<file path="src/hw/rtl/pwu_pkg.sv">
// Package of the particle weight update unit: payload structs, codes,
// sizes and the sine table function. No dependencies.
package pwu_pkg;

  localparam int MAX_MARKS_DEF    = 64;
  localparam int TRIG_ENTRIES_DEF = 1024;

  localparam logic [1:0] ACT_LOAD  = 2'd0;
  localparam logic [1:0] ACT_CLEAR = 2'd1;
  localparam logic [1:0] ACT_OBS   = 2'd2;

  localparam logic [1:0] ST_DONE  = 2'd0;
  localparam logic [1:0] ST_FULL  = 2'd1;
  localparam logic [1:0] ST_OBS   = 2'd2;
  localparam logic [1:0] ST_EMPTY = 2'd3;

  localparam logic [1:0] REG_INV_X = 2'd0;
  localparam logic [1:0] REG_INV_Y = 2'd1;
  localparam logic [1:0] REG_LOGN  = 2'd2;

  localparam logic [23:0] INV_X_RST = 24'd364089;
  localparam logic [23:0] INV_Y_RST = 24'd364089;
  localparam logic [23:0] LOGN_RST  = 24'd37357;

  localparam logic signed [47:0] W48_MAX = 48'sh7FFF_FFFF_FFFF;
  localparam logic signed [47:0] W48_MIN = 48'sh8000_0000_0000;

  typedef struct packed {
    logic [1:0]         action;
    logic signed [23:0] mark_x;
    logic signed [23:0] mark_y;
    logic [15:0]        mark_id;
    logic signed [23:0] pose_x;
    logic signed [23:0] pose_y;
    logic [15:0]        pose_heading;
    logic signed [23:0] obs_x;
    logic signed [23:0] obs_y;
    logic               last_obs;
  } in_item_t;

  typedef struct packed {
    logic [1:0]         status;
    logic [15:0]        assoc_id;
    logic signed [23:0] sense_x;
    logic signed [23:0] sense_y;
    logic signed [47:0] neg_log_weight;
    logic               particle_done;
  } out_item_t;

  typedef enum logic [3:0] {
    S_IDLE, S_TRIG, S_ROT, S_SUM, S_SCAN, S_FIN, S_TERM, S_ADD, S_SAT, S_OUT
  } state_t;

  function automatic logic signed [63:0] mul_q30(input logic signed [63:0] a,
                                                 input logic signed [63:0] b);
    logic [63:0] ma, mb, m;
    begin
      ma = a[63] ? 64'(-a) : 64'(a);
      mb = b[63] ? 64'(-b) : 64'(b);
      m  = (ma * mb) >> 30;
      mul_q30 = (a[63] != b[63]) ? -$signed(m) : $signed(m);
    end
  endfunction

  // Q1.15 sine of a 16-bit angle, evaluated at elaboration for tables.
  function automatic logic signed [15:0] sin_q15(input logic [15:0] a);
    logic [1:0]  q;
    logic [14:0] r;
    logic signed [63:0] t, t2, acc, mag;
    begin
      q = a[15:14];
      r = {1'b0, a[13:0]};
      if (q[0]) r = 15'(15'd16384 - r);
      t   = 64'(r) <<< 16;
      t2  = mul_q30(t, t);
      acc = 64'sd172272;
      acc = -64'sd5026995 + mul_q30(acc, t2);
      acc = 64'sd85569306 + mul_q30(acc, t2);
      acc = -64'sd693598669 + mul_q30(acc, t2);
      acc = 64'sd1686629713 + mul_q30(acc, t2);
      acc = mul_q30(acc, t);
      if (acc < 0) acc = 0;
      mag = (acc + 64'sd16384) >>> 15;
      if (mag > 64'sd32767) mag = 64'sd32767;
      sin_q15 = q[1] ? 16'(-mag) : 16'(mag);
    end
  endfunction

endpackage

</file>
<file path="src/hw/rtl/pwu_mark_mem.sv">
// Landmark memory: one synchronous write port and one registered read port.
// Depends on pwu_pkg.
module pwu_mark_mem import pwu_pkg::*; #(
  parameter int MAX_MARKS = MAX_MARKS_DEF
) (
  input  logic                                clk,
  input  logic                                we,
  input  logic [$clog2(MAX_MARKS+1)-1:0]      waddr,
  input  logic [63:0]                         wdata,
  input  logic [$clog2(MAX_MARKS+1)-1:0]      raddr,
  output logic [63:0]                         rdata
);
  localparam int AW = (MAX_MARKS > 1) ? $clog2(MAX_MARKS) : 1;
  logic [63:0] mem [MAX_MARKS];

  always_ff @(posedge clk) begin
    if (we) mem[waddr[AW-1:0]] <= wdata;
    rdata <= mem[raddr[AW-1:0]];
  end
endmodule

</file>
<file path="config.mk">
export PLATFORM = sky130hd
export DESIGN_NAME = pwu_mark_mem
export DESIGN_NICKNAME = d
export VERILOG_FILES = /design/src/hw/rtl/pwu_pkg.sv /design/src/hw/rtl/pwu_mark_mem.sv
export SDC_FILE = /design/constraint.sdc
export NUM_CORES = 2
export LEC_CHECK = 0
export BUFFER_PORTS_ARGS = -buffer_cell sky130_fd_sc_hd__buf_2
export CAP_MARGIN = 20
export CORE_ASPECT_RATIO = 1.4
export CORE_MARGIN = 2
export CORE_UTILIZATION = 40
export DETAILED_ROUTE_END_ITERATION = 12
export HOLD_SLACK_MARGIN = 0.1
export PLACE_DENSITY = 0.59
export SLEW_MARGIN = 20
export SYNTH_ARGS = -nofsm -noshare
export SYNTH_HDL_FRONTEND = slang
export SYNTH_SLANG_ARGS = --single-unit
</file>
<file path="constraint.sdc">
create_clock -name clk -period 17.11 [get_ports clk]
set_input_delay 2.5665 -clock clk [delete_from_list [all_inputs] [get_ports clk]]
set_output_delay 2.5665 -clock clk [all_outputs]
set_load 0.05 [all_outputs]
</file>
==> impl_metrics.csv <==
group,metric,value,unit
synthesis,async_flop_share,0,%
hold_path,hold_start,"mem[38][30]",
power_and_ir_drop,pwr-share-clk,41.1,%
synthesis,ys_ff_latch,4160,
cells_and_area,layout-drive-gt1-share,28.0,%
clock_tree,worstSkewPairLatency,0.94,ns
synthesis,synth_area_per_cell,23.7,um^2
placed_design,io_buffers,141,
worst_setup_path,cp.required,17.84,ns
sta,fmax,149,MHz
clock_tree,cts-root-buf,"clkbuf_16",
synthesis,synth_top_area_cell,"edfxtp_1",
worst_setup_path,rr_endpoint,"rdata[28]",
power_and_ir_drop,seq_power_share,54.1,%
synthesis,netlist-cell-type-count,33,
status,status,"finished clean",
clock_tree,cts.sinks,4160,
sta,setup_viol,0,
drt,wirelength,423000,um
global_route,overflow,0,
power_and_ir_drop,power,20900,uW
synthesis,synth_nets,6678,
global_route,busiest_layer,"met2",
worst_setup_path,critPathMaxFanout,77,
worst_setup_path,path_cells,"buf_12 > buf_4 > buf_4 > buf_4 > mux4_2 > mux2i_1 > o22ai_1 > a31oi_1 > a211oi_1",
worst_setup_path,cpMostUsedCell,"buf_4",
synthesis,synth_edf_count,4096,
hold_path,min_to,"rdata[30]",
worst_setup_path,arrival,7.43,ns
drt,drt_first_pass_iters,6,
cells_and_area,syn2layout_area_growth,13.0,%
cells_and_area,stdcell_count,12500,
global_route,gr-usage-met1,26.4,%
worst_setup_path,crit_path_start_kind,"primary input",
floorplan,io_pins,144,
clock_tree,numCtsBuffers,379,
worst_setup_path,r2r_slack,14.70,ns
global_route,grt_max_degree,131,
worst_setup_path,end_kind,"flip-flop",
drt,drt_iter0_drc,8316,
sta,final_hold_viol_count,0,
clock_tree,cts_setup_buffers,0,
drt,drcViolationCount,0,
clock_tree,cts_max_level,5,
clock_tree,clockBufferDepth,4,
sta,min_period,6.70,ns
cells_and_area,nets,7034,
power_and_ir_drop,switching_power,4430,uW
floorplan,core,0.389,mm^2
synthesis,synth_common_cells,"edfxtp_1 (4096), mux4_2 (1024), buf_2 (170)",
synthesis,synth.top_cell.area_share,78.7,%
global_route,gr-usage-all-layers,21.1,%
floorplan,die_area,0.396,mm^2
power_and_ir_drop,swShare,21.2,%
worst_setup_path,rr_worst_depth,5,
synthesis,synthesis.area,0.156,mm^2
power_and_ir_drop,p_int,16500,uW
global_route,grtUsageMet3,3.30,%
sta,slew_headroom,21.2,%
power_and_ir_drop,ir_drop,110,uV
worst_setup_path,cp_slowest_cell,"buf_4",
synthesis,yosys_most_used_dff,"edfxtp_1",
floorplan,rows,271,
sta,rsz0062_at_grt,"false",
global_route,grt_pass1_wl,590000,um
drt,vias,73500,
sta,setup-tns-final,0,ns
placed_design,placed_cells,11800,
global_route,antenna_found_initial,37,
worst_setup_path,critPathKind,"primary input to flip-flop",
power_and_ir_drop,powerDensity,118,mW/mm^2
power_and_ir_drop,pwr-share-comb,4.9,%
drt,post_drt_wl_per_cell,34.0,um
clock_tree,ctsHoldBuffers,0,
run,cap_violations,0,
synthesis,yosysWarnings,0,
clock_tree,clkTransAtPathRegs,0.06,ns
synthesis,synth.most_common_cell,"edfxtp_1",
worst_setup_path,max_stage_delay,0.86,ns
floorplan,chipHeight,744,um
global_route,grtUsageMet2,37.2,%
cells_and_area,fillers,32400,
sta,period_share,39.1,%
floorplan,fp.dieW,532,um
cells_and_area,finish.utilization,45.4,%
clock_tree,cts_repair_resize_count,0,
placed_design,dp_hpwl,225000,um
power_and_ir_drop,leakagePower,0.0544,uW
sta,tightest_slew,1.18,ns
synthesis,synth.area.top_cells,"edfxtp_1 (79%), mux4_2 (15%), mux2i_1 (0.86%), dfxtp_1 (0.82%), a22oi_1 (0.81%)",
floorplan,start_util,40.2,%
global_route,grt_pass1_vias,76300,
synthesis,synthCells,6598,
worst_setup_path,regToRegStartpoint,"mem[11][28]",
hold_path,whs_path_depth,4,
clock_tree,cts_tree,"built",
synthesis,ys_seq_area_share,79.5,%
drt,ant_nets,0,
hold_path,min_path_type,"flip-flop to flip-flop",
sta,fin_worst_skew,0.0807,ns
drt,avgViaCountPerCell,5.89,
placed_design,globalplace.congestion,0.759,
sta,final-max-slew-violation-count,0,
## metrics by stage
step                worst slack [ns]  hold WS [ns]  instance area (um^2)
global route                    9.90         0.892                177000
global placement                9.32         0.830                164000
finish                         10.41         0.831                177000
detailed placement              9.34         0.821                164000
floorplan                       9.11         0.788                156000
CTS                            10.32         0.830                177000
## state kept, by name, summed over array words and instances, names as in the netlist
signal	flops
rdata	64
mem	4096
## cells in the final DEF, fill, tap and decap left out, types with 7 or more instances in the layout
cell type | Yosys | routed
a2bb2oi_1 | 19 | 19
a22oi_1 | 168 | 168
nor2_4 | 0 | 65
clkinvlp_4 | 0 | 20
nand3_1 | 45 | 45
buf_4 | 34 | 202
buf_16 | 0 | 8
nand2_1 | 58 | 55
mux4_2 | 1024 | 1024
dfxtp_1 | 64 | 64
nor2_1 | 112 | 47
a22o_1 | 88 | 88
o221ai_1 | 38 | 38
clkbuf_1 | 140 | 68
a211oi_1 | 63 | 60
diode_2 | 0 | 21
nand2b_1 | 11 | 9
clkinv_2 | 0 | 70
or3_1 | 29 | 29
buf_12 | 0 | 12
nor2b_1 | 28 | 24
inv_6 | 0 | 7
clkbuf_16 | 0 | 385
and3_1 | 64 | 64
edfxtp_1 | 4096 | 4096
mux2i_1 | 135 | 135
bufinv_16 | 0 | 46
o22ai_1 | 83 | 83
clkinv_1 | 0 | 66
inv_1 | 19 | 19
a41oi_1 | 26 | 26
or2_2 | 28 | 28
a31oi_1 | 18 | 18
buf_2 | 170 | 121
## how the worst max path moves through the flow
stage / startpoint / to / slack, ns / cells after the start
after floorplan: waddr[3] / mem[48][0] / 9.11 / 4
after global placement: raddr[0] / rdata[15] / 9.32 / 9
after detailed placement: raddr[0] / rdata[15] / 9.34 / 9
after CTS: raddr[0] / rdata[15] / 10.32 / 9
after global routing: raddr[0] / rdata[15] / 9.90 / 9
final: raddr[0] / rdata[15] / 10.41 / 9
## area by class of cell
class                      count  area, um^2  area share, %
antenna                       21        52.6         0.0297
clock buffer                 459        9970           5.64
clock inverter               223        2390           1.35
inverter                      19        71.3         0.0404
multi-input combinational   2049       30800           17.4
sequential                  4160      124000           70.3
tap                         5187        6490           3.67
timing repair buffer         345        2610           1.48
## layer usage
layer | vias up | share of wire, %
met5 | - | 0.0061
met4 | 6 | 3.8
met1 | 40500 | 37
met2 | 3071 | 52
met3 | 726 | 6.9
li1 | 29200 | -
## worst max-delay path, delay by kind of cell
kind	cells	cell delay [ns]
buffers and inverters	4	2.92
AOI/OAI and AO/OA	3	0.60
muxes	2	0.78
## logic make-up (layout without fill, tap and decap cells)
logic type             count (synthesis)  count (layout)  share of synthesized area (%)
multiplexers                        1159            1159                           15.6
buffers and inverters                389            1046                           1.18
flip-flops                          4160            4160                           79.5
AND/OR/NAND/NOR                      386             386                           1.24
AO/OA/AOI/OAI                        504             504                           2.48
other                                  0              21                              0
## power by group through the flow
stage | registers [uW] | logic, uW | clock network (uW)
final | 11300 | 1020 | 8580
after global routing | 11300 | 1080 | 9080
after CTS | 11300 | 1030 | 8730
after detailed placement | 11500 | 1030 | 0
after global placement | 11500 | 1010 | 0
after floorplan | 11600 | 525 | 0
No activity file was read; power rests on OpenSTA's default activity.
